## src/hdl/fr_pkg.sv

```systemverilog
`timescale 1ns / 1ps
// ---------------------------------------------------------------------------
// fr_pkg: shared types and constants of the fragment reassembler
// Field widths, register indexes, controller states and the command and
// status groups that join the controller to the datapath.
// ---------------------------------------------------------------------------
package fr_pkg;

	localparam int unsigned MAX_FRAGMENTS_DEF = 64;
	localparam int unsigned FRAGMENT_BYTES    = 8;

	localparam int unsigned MAC_W   = 48;
	localparam int unsigned ID_W    = 8;
	localparam int unsigned SEQ_W   = 8;
	localparam int unsigned WORD_W  = 64;
	localparam int unsigned IDX_W   = 6;
	localparam int unsigned TOTAL_W = 10;
	localparam int unsigned AGE_W   = 16;
	localparam int unsigned STAT_W  = 32;

	localparam int unsigned CFG_IDX_W  = 1;
	localparam int unsigned CFG_DATA_W = 16;

	localparam logic [CFG_IDX_W-1:0] REG_HUB_MODE      = 1'd0;
	localparam logic [CFG_IDX_W-1:0] REG_TIMEOUT_TICKS = 1'd1;

	localparam logic [AGE_W-1:0] TIMEOUT_RESET = 16'd5000;

	typedef enum logic [1:0] {
		ST_IDLE,
		ST_EXEC,
		ST_EMIT
	} fr_state_t;

	// Commands from the controller to the datapath.
	typedef struct packed {
		logic capture;      // take the input beat into the capture registers
		logic tick;         // apply one tick to the open assembly
		logic frc_inc;      // count one received fragment
		logic tc_inc;       // count one timeout drop found at a fragment
		logic clear;        // drop the open assembly
		logic store;        // write the captured word into the store
		logic start;        // the stored word opens a new assembly
		logic emit;         // hand the assembly to the emission pipe
		logic load_single;  // put the captured fragment straight on the output
	} fr_cmd_t;

	// Status from the datapath to the controller.
	typedef struct packed {
		logic func;
		logic fin;
		logic seq_zero;
		logic hub;
		logic active;
		logic stale;
		logic id_match;
		logic seq_match;
		logic full;
		logic pipe_busy;
		logic out_free;
		logic reads_left;
	} fr_status_t;

endpackage

```

## src/hdl/fr_ifs.sv

```systemverilog
`timescale 1ns / 1ps
// ---------------------------------------------------------------------------
// fr_ifs: stream channels of the fragment reassembler
// One interface for incoming fragment and tick beats, one for result beats.
// ---------------------------------------------------------------------------
interface fr_frag_if import fr_pkg::*; ();
	logic              valid;
	logic              ready;
	logic              func;
	logic [MAC_W-1:0]  sender_mac;
	logic [ID_W-1:0]   command_id;
	logic [SEQ_W-1:0]  fragment_seq;
	logic              final_flag;
	logic [WORD_W-1:0] fragment_payload;

	modport source (output valid, func, sender_mac, command_id, fragment_seq,
		final_flag, fragment_payload, input ready);
	modport sink (input valid, func, sender_mac, command_id, fragment_seq,
		final_flag, fragment_payload, output ready);
endinterface

interface fr_result_if import fr_pkg::*; ();
	logic               valid;
	logic               ready;
	logic [MAC_W-1:0]   out_mac;
	logic [ID_W-1:0]    out_command_id;
	logic [WORD_W-1:0]  out_payload;
	logic [IDX_W-1:0]   word_index;
	logic [TOTAL_W-1:0] total_bytes;
	logic               last_word;

	modport source (output valid, out_mac, out_command_id, out_payload, word_index,
		total_bytes, last_word, input ready);
	modport sink (input valid, out_mac, out_command_id, out_payload, word_index,
		total_bytes, last_word, output ready);
endinterface

```

## src/hdl/fr_ram.sv

```systemverilog
`timescale 1ns / 1ps
// ---------------------------------------------------------------------------
// fr_ram: generic single-port-write, single-port-read RAM
// One write and one registered read per cycle; read data holds when idle.
// ---------------------------------------------------------------------------
module fr_ram #(
	parameter int unsigned WIDTH = 64,
	parameter int unsigned DEPTH = 64
) (
	input  logic                                  clk,
	input  logic                                  we,
	input  logic [((DEPTH > 1) ? $clog2(DEPTH) : 1)-1:0] waddr,
	input  logic [WIDTH-1:0]                      wdata,
	input  logic                                  re,
	input  logic [((DEPTH > 1) ? $clog2(DEPTH) : 1)-1:0] raddr,
	output logic [WIDTH-1:0]                      rdata
);
	logic [WIDTH-1:0] mem_q [DEPTH];
	logic [WIDTH-1:0] rdata_q;

	always_ff @(posedge clk) begin
		if (we) begin
			mem_q[waddr] <= wdata;
		end
		if (re) begin
			rdata_q <= mem_q[raddr];
		end
	end

	assign rdata = rdata_q;
endmodule

```

## src/hdl/fr_ctrl.sv

```systemverilog
`timescale 1ns / 1ps
// ---------------------------------------------------------------------------
// fr_ctrl: reassembler controller
// Takes one beat at a time, decides what it does to the assembly and
// waits while a finished message is read out of the store.
// ---------------------------------------------------------------------------
module fr_ctrl import fr_pkg::*; (
	input  logic       clk,
	input  logic       arst_n,
	input  logic       in_valid,
	output logic       in_ready,
	input  fr_status_t status,
	output fr_cmd_t    cmd
);
	fr_state_t state_q, state_d;
	logic      live;
	logic      stale_drop;
	logic      bad;

	always_ff @(posedge clk or negedge arst_n) begin
		if (!arst_n) begin
			state_q <= ST_IDLE;
		end else begin
			state_q <= state_d;
		end
	end

	always_comb begin
		state_d    = state_q;
		cmd        = '0;
		in_ready   = 1'b0;
		stale_drop = status.active && status.stale;
		live       = status.active && !status.stale;
		bad        = !status.id_match || !status.seq_match || status.full;
		case (state_q)
			ST_IDLE: begin
				in_ready = 1'b1;
				if (in_valid) begin
					cmd.capture = 1'b1;
					state_d     = ST_EXEC;
				end
			end
			ST_EXEC: begin
				if (!status.func) begin
					cmd.tick = !status.hub;
					state_d  = ST_IDLE;
				end else if (status.hub) begin
					state_d = ST_IDLE;
				end else if (status.seq_zero && status.fin) begin
					// A single-frame message waits for the output path to drain.
					if (!status.pipe_busy && status.out_free) begin
						cmd.load_single = 1'b1;
						cmd.frc_inc     = 1'b1;
						state_d         = ST_IDLE;
					end
				end else begin
					cmd.frc_inc = 1'b1;
					cmd.tc_inc  = stale_drop;
					state_d     = ST_IDLE;
					if (!live && !status.seq_zero) begin
						cmd.clear = stale_drop;
					end else if (live && bad) begin
						cmd.clear = 1'b1;
					end else begin
						cmd.store = 1'b1;
						cmd.start = !live;
						if (status.fin) begin
							cmd.emit = 1'b1;
							state_d  = ST_EMIT;
						end
					end
				end
			end
			ST_EMIT: begin
				if (!status.reads_left) begin
					state_d = ST_IDLE;
				end
			end
			default: begin
				state_d = ST_IDLE;
			end
		endcase
	end
endmodule

```

## src/hdl/fr_datapath.sv

```systemverilog
`timescale 1ns / 1ps
// ---------------------------------------------------------------------------
// fr_datapath: reassembler datapath
// Configuration, capture registers, assembly state, word store, emission
// pipe and output register.
// ---------------------------------------------------------------------------
module fr_datapath import fr_pkg::*; #(
	parameter int unsigned MAX_FRAGMENTS = MAX_FRAGMENTS_DEF
) (
	input  logic                  clk,
	input  logic                  arst_n,
	input  logic                  cfg_we,
	input  logic [CFG_IDX_W-1:0]  cfg_index,
	input  logic [CFG_DATA_W-1:0] cfg_data,
	input  fr_cmd_t               cmd,
	output fr_status_t            status,
	input  logic                  func,
	input  logic [MAC_W-1:0]      sender_mac,
	input  logic [ID_W-1:0]       command_id,
	input  logic [SEQ_W-1:0]      fragment_seq,
	input  logic                  final_flag,
	input  logic [WORD_W-1:0]     fragment_payload,
	output logic                  out_valid,
	input  logic                  out_ready,
	output logic [MAC_W-1:0]      out_mac,
	output logic [ID_W-1:0]       out_command_id,
	output logic [WORD_W-1:0]     out_payload,
	output logic [IDX_W-1:0]      word_index,
	output logic [TOTAL_W-1:0]    total_bytes,
	output logic                  last_word
);
	localparam int unsigned AW = (MAX_FRAGMENTS > 1) ? $clog2(MAX_FRAGMENTS) : 1;
	localparam int unsigned CW = $clog2(MAX_FRAGMENTS + 1);

	// Configuration registers.
	logic             hub_q;
	logic [AGE_W-1:0] timeout_q;

	// Captured beat.
	logic              func_q;
	logic [MAC_W-1:0]  mac_q;
	logic [ID_W-1:0]   id_q;
	logic [SEQ_W-1:0]  seq_q;
	logic              fin_q;
	logic [WORD_W-1:0] word_q;

	// Open assembly.
	logic              active_q;
	logic [ID_W-1:0]   held_id_q;
	logic [MAC_W-1:0]  held_mac_q;
	logic [AGE_W-1:0]  age_q;
	logic [CW-1:0]     cnt_q;
	logic [STAT_W-1:0] frc_q;
	logic [STAT_W-1:0] tc_q;
	logic [AGE_W-1:0]  age_inc;
	logic              tick_drop;

	// Emission descriptor and read pointer.
	logic [MAC_W-1:0] emit_mac_q;
	logic [ID_W-1:0]  emit_id_q;
	logic [CW-1:0]    emit_cnt_q;
	logic [CW-1:0]    rd_ptr_q;
	logic             reads_left;
	logic             rd_en;

	// Read stage: the word itself sits in the RAM's read register.
	logic               v_s1;
	logic [MAC_W-1:0]   mac_s1;
	logic [ID_W-1:0]    id_s1;
	logic [IDX_W-1:0]   idx_s1;
	logic [TOTAL_W-1:0] total_s1;
	logic               last_s1;
	logic [WORD_W-1:0]  ram_rdata;

	// Output register.
	logic               out_valid_q;
	logic [MAC_W-1:0]   out_mac_q;
	logic [ID_W-1:0]    out_id_q;
	logic [WORD_W-1:0]  out_word_q;
	logic [IDX_W-1:0]   out_idx_q;
	logic [TOTAL_W-1:0] out_total_q;
	logic               out_last_q;
	logic               out_free;
	logic               load_run;
	logic [AW-1:0]      ram_waddr;

	always_ff @(posedge clk or negedge arst_n) begin
		if (!arst_n) begin
			hub_q     <= 1'b0;
			timeout_q <= TIMEOUT_RESET;
		end else if (cfg_we) begin
			case (cfg_index)
				REG_HUB_MODE:      hub_q     <= cfg_data[0];
				REG_TIMEOUT_TICKS: timeout_q <= cfg_data;
				default: begin
				end
			endcase
		end
	end

	always_ff @(posedge clk) begin
		if (cmd.capture) begin
			func_q <= func;
			mac_q  <= sender_mac;
			id_q   <= command_id;
			seq_q  <= fragment_seq;
			fin_q  <= final_flag;
			word_q <= fragment_payload;
		end
	end

	assign age_inc   = (age_q == '1) ? age_q : age_q + 1'b1;
	assign tick_drop = cmd.tick && active_q && (age_inc > timeout_q);

	always_ff @(posedge clk or negedge arst_n) begin
		if (!arst_n) begin
			active_q   <= 1'b0;
			held_id_q  <= '0;
			held_mac_q <= '0;
			age_q      <= '0;
			cnt_q      <= '0;
		end else if (cmd.emit || cmd.clear || tick_drop) begin
			active_q   <= 1'b0;
			held_id_q  <= '0;
			held_mac_q <= '0;
			age_q      <= '0;
			cnt_q      <= '0;
		end else if (cmd.store && cmd.start) begin
			active_q   <= 1'b1;
			held_id_q  <= id_q;
			held_mac_q <= mac_q;
			age_q      <= '0;
			cnt_q      <= CW'(1);
		end else if (cmd.store) begin
			cnt_q <= cnt_q + 1'b1;
		end else if (cmd.tick && active_q) begin
			age_q <= age_inc;
		end
	end

	always_ff @(posedge clk or negedge arst_n) begin
		if (!arst_n) begin
			frc_q <= '0;
			tc_q  <= '0;
		end else begin
			if (cmd.frc_inc) begin
				frc_q <= frc_q + 1'b1;
			end
			if (cmd.tc_inc || tick_drop) begin
				tc_q <= tc_q + 1'b1;
			end
		end
	end

	assign ram_waddr = cmd.start ? '0 : cnt_q[AW-1:0];

	fr_ram #(
		.WIDTH (WORD_W),
		.DEPTH (MAX_FRAGMENTS)
	) u_store (
		.clk   (clk),
		.we    (cmd.store),
		.waddr (ram_waddr),
		.wdata (word_q),
		.re    (rd_en),
		.raddr (rd_ptr_q[AW-1:0]),
		.rdata (ram_rdata)
	);

	assign out_free   = !out_valid_q || out_ready;
	assign load_run   = v_s1 && out_free;
	assign reads_left = rd_ptr_q != emit_cnt_q;
	assign rd_en      = reads_left && (!v_s1 || load_run);

	always_ff @(posedge clk or negedge arst_n) begin
		if (!arst_n) begin
			emit_cnt_q <= '0;
			rd_ptr_q   <= '0;
		end else if (cmd.emit) begin
			emit_cnt_q <= cmd.start ? CW'(1) : cnt_q + 1'b1;
			rd_ptr_q   <= '0;
		end else if (rd_en) begin
			rd_ptr_q <= rd_ptr_q + 1'b1;
		end
	end

	always_ff @(posedge clk) begin
		if (cmd.emit) begin
			emit_mac_q <= cmd.start ? mac_q : held_mac_q;
			emit_id_q  <= cmd.start ? id_q : held_id_q;
		end
	end

	always_ff @(posedge clk or negedge arst_n) begin
		if (!arst_n) begin
			v_s1 <= 1'b0;
		end else if (rd_en) begin
			v_s1 <= 1'b1;
		end else if (load_run) begin
			v_s1 <= 1'b0;
		end
	end

	always_ff @(posedge clk) begin
		if (rd_en) begin
			mac_s1   <= emit_mac_q;
			id_s1    <= emit_id_q;
			idx_s1   <= IDX_W'(rd_ptr_q);
			total_s1 <= TOTAL_W'(emit_cnt_q) * TOTAL_W'(FRAGMENT_BYTES);
			last_s1  <= (CW'(rd_ptr_q + 1'b1) == emit_cnt_q);
		end
	end

	always_ff @(posedge clk or negedge arst_n) begin
		if (!arst_n) begin
			out_valid_q <= 1'b0;
		end else if (load_run || cmd.load_single) begin
			out_valid_q <= 1'b1;
		end else if (out_ready) begin
			out_valid_q <= 1'b0;
		end
	end

	always_ff @(posedge clk) begin
		if (load_run) begin
			out_mac_q   <= mac_s1;
			out_id_q    <= id_s1;
			out_word_q  <= ram_rdata;
			out_idx_q   <= idx_s1;
			out_total_q <= total_s1;
			out_last_q  <= last_s1;
		end else if (cmd.load_single) begin
			out_mac_q   <= mac_q;
			out_id_q    <= id_q;
			out_word_q  <= word_q;
			out_idx_q   <= '0;
			out_total_q <= TOTAL_W'(FRAGMENT_BYTES);
			out_last_q  <= 1'b1;
		end
	end

	assign out_valid      = out_valid_q;
	assign out_mac        = out_mac_q;
	assign out_command_id = out_id_q;
	assign out_payload    = out_word_q;
	assign word_index     = out_idx_q;
	assign total_bytes    = out_total_q;
	assign last_word      = out_last_q;

	assign status.func       = func_q;
	assign status.fin        = fin_q;
	assign status.seq_zero   = (seq_q == '0);
	assign status.hub        = hub_q;
	assign status.active     = active_q;
	assign status.stale      = (age_q > timeout_q);
	assign status.id_match   = (id_q == held_id_q);
	assign status.seq_match  = (seq_q == SEQ_W'(cnt_q));
	assign status.full       = (cnt_q == CW'(MAX_FRAGMENTS));
	assign status.pipe_busy  = v_s1 || reads_left;
	assign status.out_free   = out_free;
	assign status.reads_left = reads_left;

	// A single-frame result must never overtake or collide with a run.
	a_single_alone: assert property (@(posedge clk) disable iff (!arst_n)
		cmd.load_single |-> (!v_s1 && !reads_left))
		else $error("single-frame load while the emission pipe is busy");

	// The store is never written while a message is still being read out.
	a_no_write_in_run: assert property (@(posedge clk) disable iff (!arst_n)
		cmd.store |-> !reads_left)
		else $error("store written during read-out");

	a_rd_ptr_bound: assert property (@(posedge clk) disable iff (!arst_n)
		rd_ptr_q <= emit_cnt_q)
		else $error("read pointer ran past the message length");

	a_cnt_bound: assert property (@(posedge clk) disable iff (!arst_n)
		cnt_q <= CW'(MAX_FRAGMENTS))
		else $error("assembly word count exceeds the store depth");
endmodule

```

## src/hdl/fragment_reassembler.sv

```systemverilog
`timescale 1ns / 1ps
// ---------------------------------------------------------------------------
// fragment_reassembler: command message reassembly with timeout
// Rebuilds one command message from in-order fragments and delivers it as
// a run of payload words; drops assemblies on error or inactivity.
// ---------------------------------------------------------------------------
//
//  Channel   Direction  Handshake         Contents
//  frag      in         valid / ready     tick or fragment: func, sender_mac,
//                                         command_id, fragment_seq,
//                                         final_flag, fragment_payload
//  result    out        valid / ready     out_mac, out_command_id, out_payload,
//                                         word_index, total_bytes, last_word
//  cfg       in         cfg_we only       cfg_index 0 hub_mode, 1 timeout_ticks
//
//  A tick or a fragment that completes no message is taken in ST_IDLE and
//  acted on by the controller in ST_EXEC.
//  A final fragment then reads the message out of the word store, one word
//  a cycle while the receiver keeps up; the next beat waits until every
//  word has been read from the store.
//  A single-frame fragment is delivered from the capture registers and
//  waits only until the output register and the read stage are free.
//  The output register lets a new beat be taken while a result beat waits;
//  a stall on the result side holds the read-out pipe without loss.
//  Reset is asynchronous and active low and needs no clearing pass: the
//  word store is only read at addresses written by the current assembly.
//
module fragment_reassembler import fr_pkg::*; #(
	parameter int unsigned MAX_FRAGMENTS = MAX_FRAGMENTS_DEF
) (
	input  logic                  clk,
	input  logic                  arst_n,
	fr_frag_if.sink               frag,
	fr_result_if.source           result,
	input  logic                  cfg_we,
	input  logic [CFG_IDX_W-1:0]  cfg_index,
	input  logic [CFG_DATA_W-1:0] cfg_data
);
	fr_cmd_t    cmd;
	fr_status_t status;
	logic       in_ready;

	// The controller owns the input handshake; all payload goes to the datapath.
	fr_ctrl u_ctrl (
		.clk      (clk),
		.arst_n   (arst_n),
		.in_valid (frag.valid),
		.in_ready (in_ready),
		.status   (status),
		.cmd      (cmd)
	);

	assign frag.ready = in_ready;

	// The datapath holds the assembly, the word store and the output register,
	// and drives the result channel directly.
	fr_datapath #(
		.MAX_FRAGMENTS (MAX_FRAGMENTS)
	) u_datapath (
		.clk              (clk),
		.arst_n           (arst_n),
		.cfg_we           (cfg_we),
		.cfg_index        (cfg_index),
		.cfg_data         (cfg_data),
		.cmd              (cmd),
		.status           (status),
		.func             (frag.func),
		.sender_mac       (frag.sender_mac),
		.command_id       (frag.command_id),
		.fragment_seq     (frag.fragment_seq),
		.final_flag       (frag.final_flag),
		.fragment_payload (frag.fragment_payload),
		.out_valid        (result.valid),
		.out_ready        (result.ready),
		.out_mac          (result.out_mac),
		.out_command_id   (result.out_command_id),
		.out_payload      (result.out_payload),
		.word_index       (result.word_index),
		.total_bytes      (result.total_bytes),
		.last_word        (result.last_word)
	);
endmodule
```

## src/flat_wrapper.sv

```systemverilog
// flat-port wrapper written by rule: the top's interface ports become plain ports
module fragment_reassembler_flat import fr_pkg::*;
#(
	parameter int unsigned MAX_FRAGMENTS = MAX_FRAGMENTS_DEF
)
  (clk, arst_n, cfg_we, cfg_index, cfg_data, frag_valid, frag_func, frag_sender_mac, frag_command_id, frag_fragment_seq, frag_final_flag, frag_fragment_payload, frag_ready, result_valid, result_out_mac, result_out_command_id, result_out_payload, result_word_index, result_total_bytes, result_last_word, result_ready);
  fr_frag_if frag_i ();
  fr_result_if result_i ();
  input  logic clk;
  input  logic arst_n;
  input  logic cfg_we;
  input  logic [CFG_IDX_W-1:0] cfg_index;
  input  logic [CFG_DATA_W-1:0] cfg_data;
  input wire logic [$bits(frag_i.valid)-1:0] frag_valid;
  input wire logic [$bits(frag_i.func)-1:0] frag_func;
  input wire logic [$bits(frag_i.sender_mac)-1:0] frag_sender_mac;
  input wire logic [$bits(frag_i.command_id)-1:0] frag_command_id;
  input wire logic [$bits(frag_i.fragment_seq)-1:0] frag_fragment_seq;
  input wire logic [$bits(frag_i.final_flag)-1:0] frag_final_flag;
  input wire logic [$bits(frag_i.fragment_payload)-1:0] frag_fragment_payload;
  output wire logic [$bits(frag_i.ready)-1:0] frag_ready;
  output wire logic [$bits(result_i.valid)-1:0] result_valid;
  output wire logic [$bits(result_i.out_mac)-1:0] result_out_mac;
  output wire logic [$bits(result_i.out_command_id)-1:0] result_out_command_id;
  output wire logic [$bits(result_i.out_payload)-1:0] result_out_payload;
  output wire logic [$bits(result_i.word_index)-1:0] result_word_index;
  output wire logic [$bits(result_i.total_bytes)-1:0] result_total_bytes;
  output wire logic [$bits(result_i.last_word)-1:0] result_last_word;
  input wire logic [$bits(result_i.ready)-1:0] result_ready;
  assign frag_i.valid = frag_valid;
  assign frag_i.func = frag_func;
  assign frag_i.sender_mac = frag_sender_mac;
  assign frag_i.command_id = frag_command_id;
  assign frag_i.fragment_seq = frag_fragment_seq;
  assign frag_i.final_flag = frag_final_flag;
  assign frag_i.fragment_payload = frag_fragment_payload;
  assign frag_ready = frag_i.ready;
  assign result_valid = result_i.valid;
  assign result_out_mac = result_i.out_mac;
  assign result_out_command_id = result_i.out_command_id;
  assign result_out_payload = result_i.out_payload;
  assign result_word_index = result_i.word_index;
  assign result_total_bytes = result_i.total_bytes;
  assign result_last_word = result_i.last_word;
  assign result_i.ready = result_ready;
  fragment_reassembler #(.MAX_FRAGMENTS(MAX_FRAGMENTS)) u_core (.clk(clk), .arst_n(arst_n), .frag(frag_i), .result(result_i), .cfg_we(cfg_we), .cfg_index(cfg_index), .cfg_data(cfg_data));
endmodule
```

## config.mk

```make
export PLATFORM = sky130hd
export DESIGN_NAME = fragment_reassembler_flat
export DESIGN_NICKNAME = d
export VERILOG_FILES = /design/src/hdl/fr_pkg.sv /design/src/hdl/fr_ifs.sv /design/src/hdl/fr_ram.sv /design/src/hdl/fr_ctrl.sv /design/src/hdl/fr_datapath.sv /design/src/hdl/fragment_reassembler.sv /design/src/flat_wrapper.sv
export SDC_FILE = /design/constraint.sdc
export NUM_CORES = 2
export LEC_CHECK = 0
export ABC_AREA = 1
export BUFFER_PORTS_ARGS = -buffer_cell sky130_fd_sc_hd__buf_2
export CORE_MARGIN = 2
export CORE_UTILIZATION = 55
export CTS_CLUSTER_DIAMETER = 150
export DETAILED_ROUTE_END_ITERATION = 12
export GPL_ROUTABILITY_DRIVEN = 0
export PLACE_DENSITY = 0.72
export SYNTH_ARGS = -nofsm -noshare
export SYNTH_HDL_FRONTEND = slang
export SYNTH_SLANG_ARGS = --single-unit
```

## constraint.sdc

```tcl
create_clock -name clk -period 6.8 [get_ports clk]
set_clock_uncertainty 0.2 [all_clocks]
set_input_delay 0.68 -clock clk [delete_from_list [all_inputs] [get_ports clk]]
set_output_delay 0.68 -clock clk [all_outputs]
set_load 0.005 [all_outputs]
```

# After elaboration in Yosys (flattened, before gate mapping)

Memories as Yosys holds them, arrays and structs flattened. A register that Yosys moved wholly into a read port is not among the register bits.
Cells that the tools add are included.
W data, S select, Z words.

Multiplexer cells: 64
Equality and inequality tests: 12
Bitwise gates (word level): 1
Add/subtract/negate cells: 3
Reduce and logical (&&, ||, !) cells: 41
$lt $le $gt $ge: 2

Operators by type and width:

| operator                | number |
|---|---|
| $mux W48                | 5 |
| $mux W64                | 2 |
| $mux W16                | 5 |
| $mux W7                 | 8 |
| $mux W8                 | 6 |
| $gt A16 B16 Y1          | 2 |
| $mux W1                 | 20 |
| $mux W10                | 2 |
| $mux W2                 | 9 |
| $mux W6                 | 3 |
| $add A16 B1 Y16 const B | 1 |
| $eq A16 B16 Y1 const B  | 1 |
| $add A7 B1 Y7 const B   | 2 |
| $logic_and A1 B1 Y1     | 11 |
| $reduce_bool A2 Y1      | 5 |
| $logic_not A1 Y1        | 9 |
| $eq A8 B7 Y1            | 1 |
| $eq A8 B8 Y1            | 1 |
| $logic_not A8 Y1        | 1 |
| $logic_or A1 B1 Y1      | 8 |
| $eq A7 B7 Y1            | 1 |
| $eq A7 B7 Y1 const B    | 1 |
| $ne A7 B7 Y1            | 1 |
| $mux W3                 | 2 |
| 12 further kinds        | 16 |

Memory bits (writable): 4096
Register bits after elaboration: 505
Bits of input ports: 152
Logic and storage cells: 155
Memories kept: 1

Memory list:

| name                            | depth | bits a word | rd ports | clocked after memory_dff | write ports | RTL line     | source |
|---|---|---|---|---|---|---|---|
| u_core.u_datapath.u_store.mem_q | 64    | 64          | 1        | 1                        | 1           | fr_ram.sv:18 | `logic [WIDTH-1:0] mem_q [DEPTH];` |

# Depth between registers and ports, before layout

Word-level depth: 16
Depth in mapped cells: 23

# Hierarchy

A second synthesis with hierarchy kept.

Cell total of the unflattened synthesis: 15210
Area, all modules: 186666.5 µm²

Modules (own cells, without submodules):

| module      | instances | cells an instance | sequential area each (µm²) | area an instance (µm²) |
|---|---|---|---|---|
| fr_ram      | 1         | 13405             | 124919.8                   | 165946.7 |
| fr_datapath | 1         | 1757              | 14545.2                    | 20463.4 |
| fr_ctrl     | 1         | 48                | 50.0                       | 256.5 |

# Least setup slack after synthesis

OpenSTA, ideal clock, no wires.

Kind: input-to-reg
Start: input frag_valid
End: register u_core.u_datapath.fin_q (enable)
Required time: 5.979 ns
Arrival: 6.083 ns
Setup time: 0.621 ns
Path buffers: 0
Stages on the path: 2
Setup slack: -0.105 ns
Path through: inv_1 -> nor2_1

RTL lines:

| item                 | RTL line           | source |
|---|---|---|
| from (decl)          | flat_wrapper.sv:14 | `input wire logic [$bits(frag_i.valid)-1:0] frag_valid;` |
| to (signal assigned) | fr_datapath.sv:107 | `fin_q <= final_flag;` |
| to (decl)            | fr_datapath.sv:44  | `logic fin_q;` |

# Final worst setup path

Start: register u_core.u_datapath.timeout_q[3]
End: memory u_core.u_datapath.u_store.mem_q[19][28] (enable)

Cells in the longest elaborated chain, start to end: 12

Ends and longest elaborated chain:

| item                                                           | RTL line                                    | source |
|---|---|---|
| from (decl)                                                    | fr_datapath.sv:37                           | `logic [AGE_W-1:0] timeout_q;` |
| from (signal assigned)                                         | fr_datapath.sv:94                           | `REG_TIMEOUT_TICKS: timeout_q <= cfg_data;` |
| $gt A16 B16 Y1 *                                               | fr_datapath.sv:255                          | `assign status.stale = (age_q > timeout_q);` |
| $logic_not A1 Y1 *                                             | fr_ctrl.sv:33                               | `live = status.active && !status.stale;` |
| $logic_and A1 B1 Y1 *                                          | fr_ctrl.sv:33                               |  |
| $logic_and A1 B1 Y1 / $logic_not A1 Y1 (equally long branches) | fr_ctrl.sv:62, fr_ctrl.sv:60, fr_ctrl.sv:66 |  |
| $mux W3 / $logic_and A1 B1 Y1 (equally long branches)          | fr_ctrl.sv:62, fr_ctrl.sv:60                |  |
| $mux W3 *                                                      | fr_ctrl.sv:60                               | `if (!live && !status.seq_zero) begin` |
| $mux W5 *                                                      | fr_ctrl.sv:49                               | `end else if (status.seq_zero && status.fin) begin` |
| $mux W7 *                                                      | fr_ctrl.sv:47                               | `end else if (status.hub) begin` |
| $mux W7 *                                                      | fr_ctrl.sv:44                               | `if (!status.func) begin` |
| $mux W8 *                                                      | fr_ctrl.sv:35                               | `case (state_q)` |
| $mux W1                                                        | fr_ram.sv:22                                | `if (we) begin` |
| $mux W1 (not written as such)                                  | fr_ram.sv:23                                | `mem_q[waddr] <= wdata;` |
| to (decl)                                                      | fr_ram.sv:18                                |  |

Mark *: on every way between the ends. The rest lies on a longest branch, timed or not.

==> run metrics <==
Hold Crit Class=in -> async; core area=330,000 um2; Synth Instances=13,700; CP Max Fanout=29; worst-margin pin slew=1.45 ns; CTS tree=built; postcts setup bufs=0; Detailed Routing Iterations Pass 1=12; Sink Count=4,665; RSZ-0062 raised after global routing=no; register area share after synthesis=76.7%; r2r startpoint=u_core.u_datapath.timeout_q[3]; clk root buf=clkbuf_16; post-cts gate resize count=0; fin util=61.9%; mapped cell area=182,000 um2; slowest stage delay, CP=0.85 ns; Slew Limit Headroom=2.72%; CP arrival=5.54 ns; Slew Viols, Final=0; # nets final=14,100; Max IR drop VDD=0.587 mV; Critical path buffers and inverters=3; Area growth syn-to-layout=12.2%; share of post-route cells with drive strength above 1=9.74%; die area=335,000 um2; post-synth top area cell=edfxtp_1; Initial DRC Count=19,200; Layout fillers=23,700; Crit. End Element=flip-flop; clock group share of total power=29.1%; largest cells by area after synthesis=edfxtp_1 (75%), o21ai_0 (6.7%), nor2_1 (5.9%); Vias=120,000; post-route ant nets=0; critical path type=reg -> reg; # rows=211; slowest CP cell=nor2_4; die height=579 um; post-synth top area share=75.1%; Place WS=1.95 ns; Final HPWL DP=276 mm; top_reg_cell synth=edfxtp_1; Power Dens Cells=413 nW/um2; total of max-cap violations=0; I/O Buffers=287; CP most frequent cell=nand2_1; Leak=0.0674 uW; WL per Instance=28.0 um; crit path from=u_core.u_datapath.timeout_q[3]; clock-pin slew on the worst setup and hold paths=0.06 ns; TritonCTS Buffers=444; final hold vios=0; I/O pins=291; die span in x=579 um; Cell Chain, Critical Path=inv_1 > ha_1 > a21oi_1 > nand2_1 > nand2_1 > nand2_1 > nand2_1 > nand2_1 > nand2_2 > nand2_1 > nand2_1 > nand3_1 > inv_2 > nand3_2 > nor2_4 > buf_4; most frequent cells in the layout=edfxtp_1 (4,550), nor2_1 (2,794), o21ai_0 (2,419), o22ai_1 (1,236), nand2_1 (669); worst endpoint required time=7.20 ns; failing checks=DRC; largest net degree at the start of global routing=183; CTS Hold Bufs=151; post-route clock period utilization=75.5%; PnR worst setup slack=1.67 ns; Longest Clk Path Bufs=4; switching share of power=36.3%; Int Power=53,700 uW; EDFF count, synth=4,550; startpoint types=flip-flop; number of synthesized register bits=4,665; first-pass GRT wire length=753 mm; TNS Setup=0 ns; DRC Markers=2; Fin Hold WS=0.120 ns; minimum clock period=5.13 ns; syn avg cell area=13.3 um2; vias in the first global route=112,000; status=finished with violations; clock latency on the worst-skew pair=1.02 ns; Psw=30,600 uW; Cells after DPL=17,700; drt via density=6.44; Async SR Flop Fraction=2.47%; H-tree Lvls=5; Comb power frac=31.1%; Yosys cell types=56; commonest non-fill, non-tap cell in the layout=edfxtp_1; sequential share of power=39.8%; CP delay by family, top=simple AND/OR/NAND/NOR gates; initial core utilization=55.2%; Final setup viols=0; Finished Layout Cells=18,600; Overflow after GRT=0; highest clock rate=0.195 GHz; yosys warns=0; final WL=522 mm; number of antenna violations at the first check in global routing=18; Total Routing Usage GR=30.4%
path summary, 6_finish.rpt:
path / to / slack (ns) / cells after the start
worst max register to register: u_core.u_datapath.u_store.mem_q[19][28] / 1.67 / 16
worst min-delay path: u_core.u_datapath.held_mac_q[23] / 0.12 / 2
max in group asynchronous: u_core.u_datapath.rd_ptr_q[1] / 4.85 / 3
min in group clk: u_core.u_datapath.word_q[50] / 0.20 / 2
worst min register to register: u_core.u_datapath.mac_s1[36] / 0.21 / 0
worst max-delay path: u_core.u_datapath.u_store.mem_q[19][28] / 1.67 / 16
cell type report:
cell class	instances	area (um2)	area share [%]
Multi-Input combinational cell	7845	37900	18.6
Clock buffer	559	11800	5.78
Timing Repair Buffer	749	6040	2.96
Sequential cell	4665	140000	68.4
Inverter	191	776	0.380
Antenna cell	8	20.0	0.00981
Clock inverter	261	2530	1.24
Tap cell	4366	5460	2.68
Yosys cell counts (all sizes together), types with 18 or more instances:
| master | instances |
|---|---|
| a21oi | 76 |
| buf | 329 |
| clkbuf | 628 |
| dfrtp | 110 |
| edfxtp | 4550 |
| ha | 36 |
| inv | 188 |
| mux2i | 27 |
| nand2 | 673 |
| nand3 | 66 |
| nor2 | 2868 |
| nor3 | 18 |
| o21ai | 2654 |
| o22ai | 1236 |
| o32ai | 49 |
| or2 | 39 |
| xor2 | 18 |
per-layer routing:
metal  wire [um]  track usage, %  up-vias  part of all wire, %
met5         312           0.340        -                0.060
met4       25400            13.2       24                  4.9
li1            -               -    51100                    -
met1      194000            43.3    59100                   37
met2      232000            45.4     8647                   44
met3       70400            6.75     1253                   13
flip-flops by register name, indices dropped and copies added, names as in the netlist, 16 cells and up:
| register | count |
|---|---|
| u_core.u_datapath.u_store.mem_q | 4096 |
| u_core.u_datapath.out_payload | 64 |
| u_core.u_datapath.u_store.rdata | 64 |
| u_core.u_datapath.word_q | 64 |
| u_core.u_datapath.emit_mac_q | 48 |
| u_core.u_datapath.held_mac_q | 48 |
| u_core.u_datapath.mac_q | 48 |
| u_core.u_datapath.mac_s1 | 48 |
| u_core.u_datapath.out_mac | 48 |
| u_core.u_datapath.age_q | 16 |
| u_core.u_datapath.timeout_q | 16 |
kinds of logic (layout without fill, tap and decap cells):
logic type | Yosys count | after routing | share of synthesized area, %
DFF | 4665 | 4665 | 76.7
AOI/OAI and AO/OA | 4051 | 4051 | 12.2
and+or+nand+nor | 3698 | 3698 | 7.86
buffers and inverters | 1148 | 1760 | 2.77
adders and majority gates | 36 | 36 | 0.248
xor gates and xnor gates | 30 | 30 | 0.144
muxes | 27 | 27 | 0.149
other | 1 | 11 | 0.00206
stage by stage:
stage               power [uW]  area [um2]
detailed placement       59400      188000
finish                   84400      204000
global placement         59100      188000
floorplan                50000      182000
global route             87400      204000
CTS                      83800      204000
power groups by stage:
stage               Combinational [uW]  Sequential [uW]  Clock (uW)
floorplan                        16100            34000           0
finish                           26200            33600       24600
CTS                              25600            33500       24700
detailed placement               25300            34100           0
global placement                 24900            34100           0
global route                     28000            33600       25800
No activity file was read; power rests on OpenSTA's default activity.
